File: config.mk
export PLATFORM = sky130hd
export DESIGN_NAME = pyramid_index_key_unit
export DESIGN_NICKNAME = d
export VERILOG_FILES = /design/src/rtl/pik_pkg.sv /design/src/rtl/pyramid_index_key_unit.sv
export SDC_FILE = /design/constraint.sdc
export NUM_CORES = 1
export LEC_CHECK = 0
export BUFFER_PORTS_ARGS = -buffer_cell sky130_fd_sc_hd__buf_2
export CORE_UTILIZATION = 35
export CTS_BUF_LIST = sky130_fd_sc_hd__clkbuf_8
export CTS_CLUSTER_DIAMETER = 30
export DETAILED_ROUTE_END_ITERATION = 8
export PLACE_DENSITY = 0.49
export SLEW_MARGIN = 10
export SYNTH_ARGS = -nofsm -noshare
export SYNTH_HDL_FRONTEND = slang
export SYNTH_SLANG_ARGS = --single-unit
File: constraint.sdc
create_clock -name clock -period 11.6 [get_ports clock]
set_clock_uncertainty 0.1 [all_clocks]
set_input_delay 0.58 -clock clock [delete_from_list [all_inputs] [get_ports clock]]
set_output_delay 0.58 -clock clock [all_outputs]
set_load 0.03 [all_outputs]
File: src/rtl/pik_pkg.sv
// -----------------------------------------------------------------------------
// pik_pkg
// Types, widths and helpers shared by the pyramid index key unit.
// -----------------------------------------------------------------------------
`default_nettype none

package pik_pkg;

   localparam int MAX_DIMS      = 64;
   localparam int COORD_BITS    = 16;
   localparam int DIMS_BITS     = 7;
   localparam int COUNT_BITS    = 6;
   localparam int PYR_BITS      = 7;
   localparam int KEY_BITS      = 28;
   localparam int FRAC_BITS     = 8;
   localparam int SQUARE_BITS   = 2 * COORD_BITS;
   localparam int SUM_BITS      = SQUARE_BITS + COUNT_BITS;
   localparam int ROOT_BITS     = (SUM_BITS + 2 * FRAC_BITS + 1) / 2;
   localparam int RAD_BITS      = 2 * ROOT_BITS;
   localparam int REM_BITS      = ROOT_BITS + 3;
   localparam int STEP_BITS     = $clog2(ROOT_BITS);
   localparam int CSQRT_BITS    = 4;
   localparam int KEY_INT_BITS  = PYR_BITS + CSQRT_BITS;
   localparam int CSR_ADDR_BITS = 3;
   localparam int CSR_DATA_BITS = 32;

   localparam logic [0:0] REG_DIMENSIONS = 1'b0;
   localparam logic [DIMS_BITS-1:0] DIMS_RESET = DIMS_BITS'(2);

   typedef struct packed {
      logic [COORD_BITS-1:0] center_coord;
      logic [COORD_BITS-1:0] point_coord;
   } req_payload_type;

   typedef struct packed {
      logic [PYR_BITS-1:0] pyramid_number;
      logic [KEY_BITS-1:0] key_fixed;
   } rsp_payload_type;

   typedef enum logic [1:0] {
      ST_IDLE,
      ST_MAC,
      ST_ROOT,
      ST_DONE
   } state_type;

   // smallest r with r*r >= n, for n in 1..64
   function automatic logic [CSQRT_BITS-1:0] ceil_sqrt(input logic [DIMS_BITS-1:0] n);
      logic [CSQRT_BITS-1:0] r;
      begin
         if (n <= DIMS_BITS'(1))       r = CSQRT_BITS'(1);
         else if (n <= DIMS_BITS'(4))  r = CSQRT_BITS'(2);
         else if (n <= DIMS_BITS'(9))  r = CSQRT_BITS'(3);
         else if (n <= DIMS_BITS'(16)) r = CSQRT_BITS'(4);
         else if (n <= DIMS_BITS'(25)) r = CSQRT_BITS'(5);
         else if (n <= DIMS_BITS'(36)) r = CSQRT_BITS'(6);
         else if (n <= DIMS_BITS'(49)) r = CSQRT_BITS'(7);
         else                          r = CSQRT_BITS'(8);
         return r;
      end
   endfunction

endpackage

`default_nettype wire

File: src/rtl/pyramid_index_key_unit.sv
// -----------------------------------------------------------------------------
// pyramid_index_key_unit
// Streams (center, point) coordinate pairs of one vector and returns the
// pyramid number and fixed point pyramid key after the last dimension.
// -----------------------------------------------------------------------------
//  channel  | ports                              | moves
//  ---------+------------------------------------+-------------------------------
//  req      | req_valid, req_ready, req_payload  | one coordinate pair per transaction
//  rsp      | rsp_valid, rsp_ready, rsp_payload  | pyramid number and key per vector
//  csr      | psel, penable, pwrite, paddr, ...  | dimensions register at address 0
//
//  a coordinate pair passes two states: capture and difference, then one shared
//  16x16 multiply-accumulate into the sum of squares.
//  the last pair of a vector then runs the bit-serial square root unit
//  (one root bit per cycle) and loads the result register.
//  the result register holds a finished transaction while the next vector
//  streams in; the unit only stalls when a new result is due and the old one
//  has not been taken. no clearing pass after reset.
`default_nettype none

module pyramid_index_key_unit
   import pik_pkg::*;
(
   input  wire                      clock,
   input  wire                      reset,

   input  wire                      req_valid,
   output logic                     req_ready,
   input  req_payload_type          req_payload,

   output logic                     rsp_valid,
   input  wire                      rsp_ready,
   output rsp_payload_type          rsp_payload,

   input  wire                      psel,
   input  wire                      penable,
   input  wire                      pwrite,
   input  wire  [CSR_ADDR_BITS-1:0] paddr,
   input  wire  [CSR_DATA_BITS-1:0] pwdata,
   output logic [CSR_DATA_BITS-1:0] prdata,
   output logic                     pready
);

   state_type state_ff, state_in;

   logic [DIMS_BITS-1:0]    dims_ff, dims_in;
   logic [COUNT_BITS-1:0]   coord_count_ff, coord_count_in;
   logic [COORD_BITS-1:0]   max_abs_diff_ff, max_abs_diff_in;
   logic [COUNT_BITS-1:0]   max_index_ff, max_index_in;
   logic                    center_above_ff, center_above_in;
   logic [SUM_BITS-1:0]     sum_squares_ff, sum_squares_in;

   logic [COORD_BITS-1:0]   diff_ff, diff_in;
   logic                    last_ff, last_in;
   logic [PYR_BITS-1:0]     pyr_ff, pyr_in;
   logic [KEY_INT_BITS-1:0] key_int_ff, key_int_in;

   logic [RAD_BITS-1:0]     rad_ff, rad_in;
   logic [REM_BITS-1:0]     rem_ff, rem_in;
   logic [ROOT_BITS-1:0]    root_ff, root_in;
   logic [STEP_BITS-1:0]    step_ff, step_in;

   logic                    rsp_valid_ff, rsp_valid_in;
   rsp_payload_type         rsp_payload_ff, rsp_payload_in;

   // sequencer controls
   logic req_fire;
   logic mac_en;
   logic root_en;
   logic out_load;
   logic root_last;

   // per-item datapath
   logic [DIMS_BITS-1:0]    dims_eff;
   logic                    c_gt;
   logic [COORD_BITS-1:0]   diff;
   logic                    take;
   logic [COUNT_BITS-1:0]   new_index;
   logic                    new_above;
   logic                    is_last;
   logic [PYR_BITS-1:0]     pyr;
   logic [SQUARE_BITS-1:0]  square;
   logic [SUM_BITS-1:0]     sum_next;
   logic [REM_BITS-1:0]     rem_shift;
   logic [REM_BITS-1:0]     trial;
   logic                    trial_ok;
   logic [KEY_BITS-1:0]     key;
   logic                    csr_write;

   assign req_fire  = req_valid && req_ready;
   assign root_last = (step_ff == STEP_BITS'(ROOT_BITS - 1));

   // next state
   always_comb begin
      state_in = state_ff;
      case (state_ff)
         ST_IDLE: begin
            if (req_fire) state_in = ST_MAC;
         end
         ST_MAC: begin
            state_in = last_ff ? ST_ROOT : ST_IDLE;
         end
         ST_ROOT: begin
            if (root_last) state_in = ST_DONE;
         end
         ST_DONE: begin
            if (!rsp_valid_ff || rsp_ready) state_in = ST_IDLE;
         end
         default: begin
            state_in = ST_IDLE;
         end
      endcase
   end

   // sequencer outputs
   always_comb begin
      req_ready = 1'b0;
      mac_en    = 1'b0;
      root_en   = 1'b0;
      out_load  = 1'b0;
      case (state_ff)
         ST_IDLE: req_ready = 1'b1;
         ST_MAC:  mac_en    = 1'b1;
         ST_ROOT: root_en   = 1'b1;
         ST_DONE: out_load  = !rsp_valid_ff || rsp_ready;
         default: req_ready = 1'b0;
      endcase
   end

   // dominant dimension tracking
   always_comb begin
      if (dims_ff == '0) begin
         dims_eff = DIMS_BITS'(1);
      end else if (dims_ff > DIMS_BITS'(MAX_DIMS)) begin
         dims_eff = DIMS_BITS'(MAX_DIMS);
      end else begin
         dims_eff = dims_ff;
      end
      c_gt      = req_payload.center_coord > req_payload.point_coord;
      diff      = c_gt ? req_payload.center_coord - req_payload.point_coord
                       : req_payload.point_coord - req_payload.center_coord;
      take      = (coord_count_ff == '0) || (diff > max_abs_diff_ff);
      new_index = take ? coord_count_ff : max_index_ff;
      new_above = take ? c_gt : center_above_ff;
      is_last   = (({1'b0, coord_count_ff} + DIMS_BITS'(1)) >= dims_eff);
      pyr       = new_above ? {1'b0, new_index} : {1'b0, new_index} + dims_eff;
   end

   // shared multiply-accumulate, root step and key assembly
   always_comb begin
      square    = SQUARE_BITS'(diff_ff) * SQUARE_BITS'(diff_ff);
      sum_next  = sum_squares_ff + SUM_BITS'(square);
      rem_shift = {rem_ff[REM_BITS-3:0], rad_ff[RAD_BITS-1 -: 2]};
      trial     = REM_BITS'({root_ff, 2'b01});
      trial_ok  = rem_shift >= trial;
      key       = KEY_BITS'({key_int_ff, {FRAC_BITS{1'b0}}}) + KEY_BITS'(root_ff);
   end

   // register next values
   always_comb begin
      coord_count_in  = coord_count_ff;
      max_abs_diff_in = max_abs_diff_ff;
      max_index_in    = max_index_ff;
      center_above_in = center_above_ff;
      sum_squares_in  = sum_squares_ff;
      diff_in         = diff_ff;
      last_in         = last_ff;
      pyr_in          = pyr_ff;
      key_int_in      = key_int_ff;
      rad_in          = rad_ff;
      rem_in          = rem_ff;
      root_in         = root_ff;
      step_in         = step_ff;
      rsp_valid_in    = rsp_valid_ff;
      rsp_payload_in  = rsp_payload_ff;

      if (req_fire) begin
         diff_in    = diff;
         last_in    = is_last;
         pyr_in     = pyr;
         key_int_in = KEY_INT_BITS'(pyr) * KEY_INT_BITS'(ceil_sqrt(dims_eff));
         if (is_last) begin
            coord_count_in  = '0;
            max_abs_diff_in = '0;
            max_index_in    = '0;
            center_above_in = 1'b0;
         end else begin
            coord_count_in = coord_count_ff + COUNT_BITS'(1);
            if (take) begin
               max_abs_diff_in = diff;
               max_index_in    = new_index;
               center_above_in = new_above;
            end
         end
      end

      if (mac_en) begin
         if (last_ff) begin
            // hand the vector's sum to the root unit, scaled by 2^16
            sum_squares_in = '0;
            rad_in         = {sum_next, {(2 * FRAC_BITS){1'b0}}};
            rem_in         = '0;
            root_in        = '0;
            step_in        = '0;
         end else begin
            sum_squares_in = sum_next;
         end
      end

      if (root_en) begin
         rad_in  = {rad_ff[RAD_BITS-3:0], 2'b00};
         rem_in  = trial_ok ? rem_shift - trial : rem_shift;
         root_in = {root_ff[ROOT_BITS-2:0], trial_ok};
         step_in = step_ff + STEP_BITS'(1);
      end

      if (out_load) begin
         rsp_valid_in                  = 1'b1;
         rsp_payload_in.pyramid_number = pyr_ff;
         rsp_payload_in.key_fixed      = key;
      end else if (rsp_ready) begin
         rsp_valid_in = 1'b0;
      end
   end

   // configuration port
   assign csr_write = psel && penable && pwrite && pready;
   assign pready    = 1'b1;
   assign prdata    = (paddr[CSR_ADDR_BITS-1] == REG_DIMENSIONS)
                      ? CSR_DATA_BITS'(dims_ff) : '0;

   always_comb begin
      dims_in = dims_ff;
      if (csr_write && paddr[CSR_ADDR_BITS-1] == REG_DIMENSIONS) begin
         dims_in = pwdata[DIMS_BITS-1:0];
      end
   end

   always_ff @(posedge clock) begin
      if (reset) begin
         state_ff        <= ST_IDLE;
         dims_ff         <= DIMS_RESET;
         coord_count_ff  <= '0;
         max_abs_diff_ff <= '0;
         max_index_ff    <= '0;
         center_above_ff <= 1'b0;
         sum_squares_ff  <= '0;
         rsp_valid_ff    <= 1'b0;
      end else begin
         state_ff        <= state_in;
         dims_ff         <= dims_in;
         coord_count_ff  <= coord_count_in;
         max_abs_diff_ff <= max_abs_diff_in;
         max_index_ff    <= max_index_in;
         center_above_ff <= center_above_in;
         sum_squares_ff  <= sum_squares_in;
         rsp_valid_ff    <= rsp_valid_in;
      end
   end

   always_ff @(posedge clock) begin
      diff_ff        <= diff_in;
      last_ff        <= last_in;
      pyr_ff         <= pyr_in;
      key_int_ff     <= key_int_in;
      rad_ff         <= rad_in;
      rem_ff         <= rem_in;
      root_ff        <= root_in;
      step_ff        <= step_in;
      rsp_payload_ff <= rsp_payload_in;
   end

   assign rsp_valid   = rsp_valid_ff;
   assign rsp_payload = rsp_payload_ff;

   // the root unit never runs past its last bit
   a_root_steps: assert property (@(posedge clock) disable iff (reset)
      (state_ff == ST_ROOT) |-> (step_ff <= STEP_BITS'(ROOT_BITS - 1)))
      else $error("root step counter overran");

   // a vector's last transaction leaves the tracking state cleared
   a_vector_clear: assert property (@(posedge clock) disable iff (reset)
      (req_fire && is_last) |=> (coord_count_ff == '0 && max_abs_diff_ff == '0))
      else $error("vector state not cleared after last coordinate");

   // a waiting result is never overwritten by the next one
   a_no_overwrite: assert property (@(posedge clock) disable iff (reset)
      (state_ff == ST_DONE && rsp_valid_ff && !rsp_ready) |=> (state_ff == ST_DONE))
      else $error("result loaded while previous result pending");

   // the sum of squares is handed off before the root unit starts
   a_sum_handoff: assert property (@(posedge clock) disable iff (reset)
      (state_ff == ST_MAC && last_ff) |=> (state_ff == ST_ROOT && sum_squares_ff == '0))
      else $error("sum of squares not handed to root unit");

endmodule

`default_nettype wire

Word level (Yosys, flattened, before mapping). Cells that the tools add are included.

Reductions and logical operators: 17. Multiplexer cells: 47. Bitwise logic cells: 1. Add/sub/neg operators: 9. Order comparisons: 12. Equal/unequal tests: 7. Multipliers: 2.

Operators by type and width (count): $mux 54 (3); $mux 28 (4); $mux 27 (3); $mux 16 (3); $add 38x32->38 (1); $mux 38 (1); $gt 16x16->1 (2); $mul 16x16->32 (1); $mux 4 (8); $sub 16x16->16 (2); $ge 30x29->1 (1); $add 19x27->28 (1); $mux 7 (4); $sub 28x28->28 (1); $mux 6 (4); $mux 5 (3); $le 7x5->1 const B (2); $le 7x6->1 const B (2); $mul 7x4->11 (1); $mux 1 (9); $mux 2 (4); $pmux 2 s4 (1); $reduce_bool 2->1 (4); $add 6x1->7 const B (1); other kinds (21) (29).

Bits of input ports: 74. Flip-flop bits (word level): 259.

Logic depth before layout (Yosys ltp). Gate-level depths: netlist of the first run.

Depth after elaboration: 13. Depth in mapped cells: 40. Mapped depth without buffers: 39.

Least setup slack after synthesis of the first run. No wires, ideal clock.

Kind: input port to flip-flop. Start: in req_payload[12] (netlist bit). End: reg key_int_ff[10], data pin. Path slack: 3234 ps. Library setup time: 258 ps. Required time: 11242 ps. Cell stages on the path: 39. Path buffers: 2. Data arrival time: 8008 ps. Cell sequence: inv_1 > ha_1 > buf_2 > nand2_2 > or3_1 > nor2_1 > nand3_1 > a21oi_4 > buf_4 > mux2i_1 > a21oi_1 > xnor2_1 > ha_1 > nand4_1 > nor2_1 > nand2_1 > nor4_2 > a21oi_1 > (+3 left out) > fa_1 > a21o_1 > a21oi_1 > xnor2_1 > mux2i_1 > nor2_1 > fa_1 > inv_1 > fa_1 > inv_1 > ha_1 > inv_1 > o21ai_0 > a21oi_1 > o21bai_1 > a21o_1 > a21oi_1 > xnor2_1.

Longest elaborated chain between the ends: 8. Elaborated cells between the ends (all ways): 11.

RTL lines: start: declaration (line pyramid_index_key_unit.sv:29) `input req_payload_type req_payload,`; $gt 16x16->1 * (line pyramid_index_key_unit.sv:139) `c_gt = req_payload.center_coord > req_payload.point_coord;`; $mux 16 * (line pyramid_index_key_unit.sv:140) `diff = c_gt ? req_payload.center_coord - req_payload.point_coord`; net diff[10] (line pyramid_index_key_unit.sv:76) `logic [COORD_BITS-1:0] diff;`; $gt 16x16->1 * (line pyramid_index_key_unit.sv:142) `take = (coord_count_ff == '0) || (diff > max_abs_diff_ff);`; $logic_or 1x1->1 * (line pyramid_index_key_unit.sv:142); $mux 6 (line pyramid_index_key_unit.sv:143) `new_index = take ? coord_count_ff : max_index_ff;`; $add 6x7->7 (line pyramid_index_key_unit.sv:146) `pyr = new_above ? {1'b0, new_index} : {1'b0, new_index} + dims_eff;`; $mux 7 * (line pyramid_index_key_unit.sv:146); $mul 7x4->11 * (line pyramid_index_key_unit.sv:181) `key_int_in = KEY_INT_BITS'(pyr) * KEY_INT_BITS'(ceil_sqrt(dims_eff));`; end signal: assignment (line pyramid_index_key_unit.sv:265) `key_int_ff <= key_int_in;`; end: declaration (line pyramid_index_key_unit.sv:56) `logic [KEY_INT_BITS-1:0] key_int_ff, key_int_in;`.

The timed path passes the listed nets; every way through them passes the cells marked *. A chain may end at the register's enable or synchronous reset.

Worst setup path after layout of the first run.
Start: in req_payload[11] (netlist bit). End: reg key_int_ff[10], data pin.

Longest elaborated chain between the ends: 8. Elaborated cells between the ends (all ways): 11.

RTL lines: $sub 16x16->16 (tied with other cells) (line pyramid_index_key_unit.sv:141) `: req_payload.point_coord - req_payload.center_coord;`; $mux 16 * (line pyramid_index_key_unit.sv:140); net diff[14] (line pyramid_index_key_unit.sv:76); $gt 16x16->1 * (line pyramid_index_key_unit.sv:142); $logic_or 1x1->1 * (line pyramid_index_key_unit.sv:142); $mux 6 (line pyramid_index_key_unit.sv:143); $add 6x7->7 (line pyramid_index_key_unit.sv:146); $mux 7 * (line pyramid_index_key_unit.sv:146); $mul 7x4->11 * (line pyramid_index_key_unit.sv:181).

Marks and branches as above.

==> results of run 1 <==
==> area by class of cell <==
class                   count  area, µm²  share of cell area
clock inverters            57        582              0.0224
well taps                 855       1070              0.0411
flip-flops and latches    245       6590               0.253
repair buffers            104        556              0.0214
diodes                      2       5.00            0.000192
inverters                 412       1550              0.0595
clock buffers              77       1060              0.0408
multi-input cells        1695      14600               0.561
==> worst register-to-register path, stage by stage (launching register included) <==
cell	delay [ns]
edfxtp_1	0.82
inv_1	0.43
nor2_1	0.34
fa_1	0.49
fa_1	0.47
fa_1	0.52
fa_1	0.55
inv_1	0.06
fa_1	0.52
inv_1	0.05
fa_1	0.45
ha_1	0.38
a21oi_1	0.35
nand3_1	0.11
a211oi_1	0.34
o211ai_1	0.21
a221oi_2	0.49
o21a_1	0.29
nor3b_1	0.22
a311o_1	0.17
o21ai_1	0.07
==> cells in the final DEF (no fill, tap or decap), drive strengths merged, types with 14 or more instances in the layout <==
cell type / count
inv: 424
ha: 231
fa: 209
nor2: 196
nand2: 175
edfxtp: 168
a21oi: 115
buf: 104
o21ai: 101
dfxtp: 77
clkbuf: 77
and2: 74
xnor2: 66
a21o: 60
mux2i: 42
xor2: 35
nand3: 32
nor3: 30
clkinv: 27
conb: 26
nor2b: 25
nand4: 18
o21a: 18
a22oi: 16
o21bai: 14
o22ai: 14
a31oi: 14
a211oi: 14
==> worst paths after layout <==
check	startpoint	endpoint	slack, ns	depth (start not counted)
max	req_payload[11]	key_int_ff[10]	2.36	38
min	pwdata[1]	dims_ff[1]	0.09	3
max reg2reg	diff_ff[7]	rad_ff[53]	3.86	20
min reg2reg	pyr_ff[6]	rsp_payload[34]	0.32	0
==> registers in the layout, summed over array words and instances (netlist names), named ones only <==
name,count
root_ff,27
step_ff,5
diff_ff,16
center_above_ff,1
pyr_ff,7
sum_squares_ff,38
dims_ff,7
state_ff,1
key_int_ff,11
rsp_payload,35
max_abs_diff_ff,16
rem_ff,28
max_index_ff,6
rad_ff,38
last_ff,1
rsp_valid,1
coord_count_ff,6
==> stage by stage <==
stage	utilization	setup slack, ns
detailed placement	0.375	1.72
global placement	0.375	1.82
CTS	0.400	2.39
global route	0.401	1.71
finish	0.401	2.36
floorplan	-	3.23
==> routing by layer <==
layer,global-route usage,part of all wire,vias up
met1,0.209,0.46,8231
li1,-,-,8318
met5,0,0,-
met2,0.276,0.48,308
met3,0.0262,0.038,91
met4,0.0619,0.024,0
==> logic make-up (layout without fill, tap and decap cells) <==
logic type,Yosys count,in the layout
compound gates,460,460
xor+xnor,101,101
fa+ha+maj,440,440
buf+inv,521,650
flops,245,245
mux,55,55
other cells,2,28
simple gates,613,613
==> impl_results.md, run 1 <==
* Fin crit share at 0.797
* Yosys top cell by area: edfxtp_1
* Top FF cell, synth: edfxtp_1
* Number of synthesized flops with an enable pin at about 170
* Initial antenna violation count at 2
* Hpwl dp at ~41 mm
* CTS clk-pin slew, worst paths at ~0.050 ns
* Synth cell count leaders: inv_1, ha_1, fa_1
* Vias in the first global route at between 15000 and 20000
* Initial DRT Pass Iterations at 5
* Hold Crit Class: input port to flop
* Post-Route WL at 53.7 mm
* Die span in x at around 260 µm
* Simple-Gate Fraction of Synth Area at 0.125
* Htree depth at 3
* Setup Fix Bufs, Post-CTS at 0
* Largest net degree at the start of global routing at between 70 and 80
* Avg Inst Size Synth at ~9.5 µm²
* Fillers at around 6500
* Share of cells above drive strength 1 at 0.101
* Arr. time, crit path at 9.52 ns
* Pins Over Slew Limit at 0
* Overflow after GRT at 0
* Clock root cell: clkbuf_8
* Post-DRT Antenna Nets at 0
* Clock Latency Late Sink at 0.64 ns
* Top-Level Pins at between 100 and 150
* Crit path capture type: flop
* FMAX at 108 MHz
* Die area at 0.0672 mm²
* Final setup fails at 0
* DR vias at 16900
* Cts repair resizes at 0
* Wire per inst at about 16 µm
* Placed inst area at between 0.02 and 0.025 mm²
* FF+latch count, synth at roughly 250
* Worst path required time at 11.88 ns
* Slowest-stage cell, CP: a21oi_4
* Synth Area in Compound Gates at 0.132
* Via density at about 4.9
* FP Rows at between 90 and 100
* Drt drc at 0
* Finished Cell Area at around 0.026 mm²
* CTS tree: yes
* CP top delay family: adder cells
* RSZ-0062 raised after global routing: false
* Relative max-transition margin at 0.258
* Starting density of the core at 0.356
* Synth Area in Adders at 0.306
* Share of the synthesized area in the top cell type at 0.218
* Post-synthesis mux area share at 0.0250
* Most common cell in the netlist: inv_1
* Crit-path max cell delay at between 0.6 and 0.7 ns
* Buf/Inv on CP at 5
* Post-Synthesis Cell Area at around 0.023 mm²
* Largest family of logic cells by synthesized area: adder cells
* Mapped Cells at 2437
* Post-placement cell count at 3311
* Max cap viols at 0
* Global-route wire length before repair at roughly 90 mm
* Initial DRC count at 844
* Yosys cell types at 87
* Status: complete, no violations
* Nets at roughly 3000
* # hold bufs at CTS at 0
* Post-Synth XOR/XNOR Area at 0.0382
* Min Hold Slack at between 0.08 and 0.09 ns
* Synth top area cells: edfxtp_1, fa_1, ha_1
* CP max FO at 24
* I/O Buffers at 90
* Synth async-reset ratio at 0
* Core Area at approximately 0.065 mm²
* Clock buffer depth at 3
* Gp weighted congestion at about 0.85
* WS Path Type: input port to flop
* Total clock sinks at 245
* Gr usage total at 0.163
* Total number of yosys warnings at 0
* Sequential fraction of the synthesis area at 0.285
* CTS Buf Count at 73
* Startpoint Class: input port
* Die Y at 259 µm
* Area Overhead vs Synth at 12.4%
* Final Hold Vio Count at 0
* Setup_tns at 0 ns
* Final Non-Filler Cells at around 3400
* Slew @ Worst Pin at about 1.1 ns
* Tmin final at a little over 9 ns
Power of run 1 is not shown: default switching activity piles up to over one toggle a cycle in this logic, so the estimate is an artifact.
==> run 2, diff against run 1 <==
- ABC_AREA: default -> 1
- PLACE_DENSITY: 0.49 -> 0.51
- clock period: 11.6 -> 8.2 ns (I/O delays scaled with it)
==> run 2 against run 1 <==
Compared with the run above: final cell count rose by 27%; register-to-register slack got worse by 2.4 ns; routed wire length is 14% higher; flip-flop and latch count unchanged; count of clock-buffer cells in the layout rose by 1; hold slack worse by 0.012 ns; core utilization fell by 0.23 points; global-route usage rose by 0.65 points; sequential share of layout area decreased by 1.8 points; critical path type unchanged; critical endpoint unchanged.
==> impl_results.md, run 2 <==
* Initial DRC count at 1038 (+23%)
* Final setup fails at 0 (unchanged)
* Max cap viols at 0 (unchanged)
* Gr usage total at 0.170 (+0.00654)
* CTS Buf Count at 72 (-1.4%)
* Fin crit share at 0.882
* WS Path Type: input port to flop
* Final Hold Vio Count at 0 (unchanged)
* Worst setup margin at 0.970 ns (-1.39 ns)
* Core Area at 0.0704 mm² (+8.4%)
* Clock Latency Late Sink at 0.64 ns (about the same)
* Share of the synthesized area in the top cell type at 0.202 (-0.0162)
* CP top delay family: adder cells
* Die Y at 269 µm (+3.9%)
* DR vias at 19900 (+17%)
* Htree depth at 3 (unchanged)
* Post-Synthesis Cell Area at 0.0250 mm² (+8.0%)
* FMAX at 138 MHz
* Total number of yosys warnings at 0 (unchanged)
* Slew @ Worst Pin at 0.979 ns (-0.126 ns)
* Overflow after GRT at 0 (unchanged)
* Post-DRT Antenna Nets at 0 (unchanged)
* Pre-CTS setup slack at 0.341 ns (-1.38 ns)
* FP Rows at 97 (+4.3%)
* Placed inst area at 0.0263 mm² (+7.8%)
* Avg Inst Size Synth at 7.66 µm² (-19%)
* Starting density of the core at 0.355 (-0.00123)
* Min Hold Slack at 0.0740 ns (-0.0124 ns)
* CP max FO at 17 (-29%)
* Hpwl dp at 47.6 mm (+16%)
* Setup_tns at 0 ns (unchanged)
* Status: complete, no violations
* Vias in the first global route at 20100 (+13%)
* Pins Over Slew Limit at 0 (unchanged)
* Synth cell count leaders: nand2_1, inv_1, ha_1
* Setup Fix Bufs, Post-CTS at 0 (unchanged)
* Die area at 0.0725 mm² (+8.0%)
* Global-route wire length before repair at 101 mm (+13%)
* Synth top area cells: edfxtp_1, fa_1, nand2_1
* Commonest non-fill, non-tap cell in the layout: nand2_1
* Most frequent cells in the layout: nand2_1, inv_1, ha_1
* Post-Route WL at 61.0 mm (+14%)
* Total clock sinks at 245 (unchanged)
* Nets at 3876 (+27%)
* Worst path required time at 8.49 ns (-3.39 ns)
* CTS tree: yes
* Sequential fraction of the synthesis area at 0.263 (-0.0212)
* Gp weighted congestion at 0.903 (+6.7%)
* Via density at 4.56 (-7.2%)
* Share of cells above drive strength 1 at 0.0827 (-0.0185)
* Initial antenna violation count at 1 (-1)
* Initial DRT Pass Iterations at 7 (+2)
* RSZ-0062 raised after global routing: false
* Yosys top cell by area: edfxtp_1
* Crit-path max cell delay at 0.57 ns (-0.09 ns)
* Most common cell in the netlist: nand2_1
* FF+latch count, synth at 245 (unchanged)
* Synth async-reset ratio at 0 (unchanged)
* Fillers at 7520 (+16%)
* Mapped Cells at 3263 (+34%)
* Hold Crit Class: input port to flop
* Clock root cell: clkbuf_8
* I/O Buffers at 90 (unchanged)
* Buf/Inv on CP at 7 (+2)
* Relative max-transition margin at 0.347 (+0.0896)
* Die span in x at 269 µm (+3.9%)
* Tmin final at 7.23 ns
* CTS clk-pin slew, worst paths at 0.05 ns (about the same)
* Startpoint Class: input port
* Clock buffer depth at 3 (unchanged)
* Area Overhead vs Synth at 12.1%
* Largest net degree at the start of global routing at 65 (-11%)
* Number of synthesized flops with an enable pin at 168 (unchanged)
* Most used cell, CP: nand2_1
* Crit path capture type: flop
* Wire per inst at 14.0 µm (-10%)
* Top-Level Pins at 144 (unchanged)
* Yosys cell types at 47 (-46%)
* Finished Cell Area at 0.0280 mm² (+7.8%)
* Slowest-stage cell, CP: fa_1
* Arr. time, crit path at 7.52 ns (-2.00 ns)
* Drt drc at 0 (unchanged)
* Top FF cell, synth: edfxtp_1
run 2: cell count changes after synthesis, moves of 40 or more:
cell / delta
a21oi_1: +92
xnor2_1: -40
a21o_1: -49
nand3_1: +116
nand2_1: +710
and2_1: -72
inv_1: +252
mux2i_1: -41
run 2: logic make-up (layout without fill, tap and decap cells):
group | after synthesis | after routing | share of synthesized area
AO/OA/AOI/OAI | 337 | 337 | 0.0721
AND/OR/NAND/NOR | 1383 | 1383 | 0.229
multiplexers | 1 | 1 | 0.000450
buffers and inverters | 777 | 912 | 0.124
XOR/XNOR | 78 | 78 | 0.0273
flip-flops | 245 | 245 | 0.263
adder cells (fa/ha/maj) | 440 | 440 | 0.283
other | 2 | 27 | 0.000300
run 2: final cells by class:
type | instances | area (µm²) | area share
clock inverters | 56 | 622 | 0.0222
multi-input cells | 2265 | 15400 | 0.551
diodes | 1 | 2.50 | 0.0000893
flip-flops and latches | 245 | 6590 | 0.235
clock buffers | 78 | 1070 | 0.0383
inverters | 668 | 2510 | 0.0896
repair buffers | 110 | 618 | 0.0221
well taps | 940 | 1180 | 0.0420
run 2: tightest hold or removal path, stage by stage:
cell     delay, ns
buf_2         0.08
inv_1         0.10
nand2_1       0.11
a21oi_1       0.06
run 2: layer usage:
| metal | global-route usage | wire length, µm | vias to the layer above | share of wire |
|---|---|---|---|---|
| met2 | 0.283 | 28400 | 326 | 0.47 |
| met3 | 0.0259 | 2220 | 68 | 0.036 |
| met5 | 0 | 0 | - | 0 |
| met1 | 0.230 | 29400 | 9203 | 0.48 |
| li1 | - | - | 10300 | - |
| met4 | 0.0413 | 994 | 0 | 0.016 |
run 2: worst paths after layout:
kind | start | slack [ns] | endpoint | depth (start not counted)
worst min register to register | pyr_ff[4] | 0.31 | rsp_payload[32] | 0
worst min-delay path | rsp_ready | 0.07 | rsp_valid | 4
worst max register to register | diff_ff[4] | 1.49 | rad_ff[49] | 22
worst max-delay path | req_payload[16] | 0.97 | key_int_ff[10] | 44
run 2: repair_timing:
item / CTS / global route
hold buffers: 7 / 0
endpoints found under the hold margin: 7 / 0
endpoints found under the setup margin: 0 / 0
resized for setup: 0 / 0
run 2: per-stage QoR:
step,util,std cells
after floorplan,-,3287
after global placement,0.373,4221
after detailed placement,0.373,4221
after CTS,0.398,4362
after global routing,0.398,4363
final,0.398,4363
Power of run 2 is left out for the same reason.
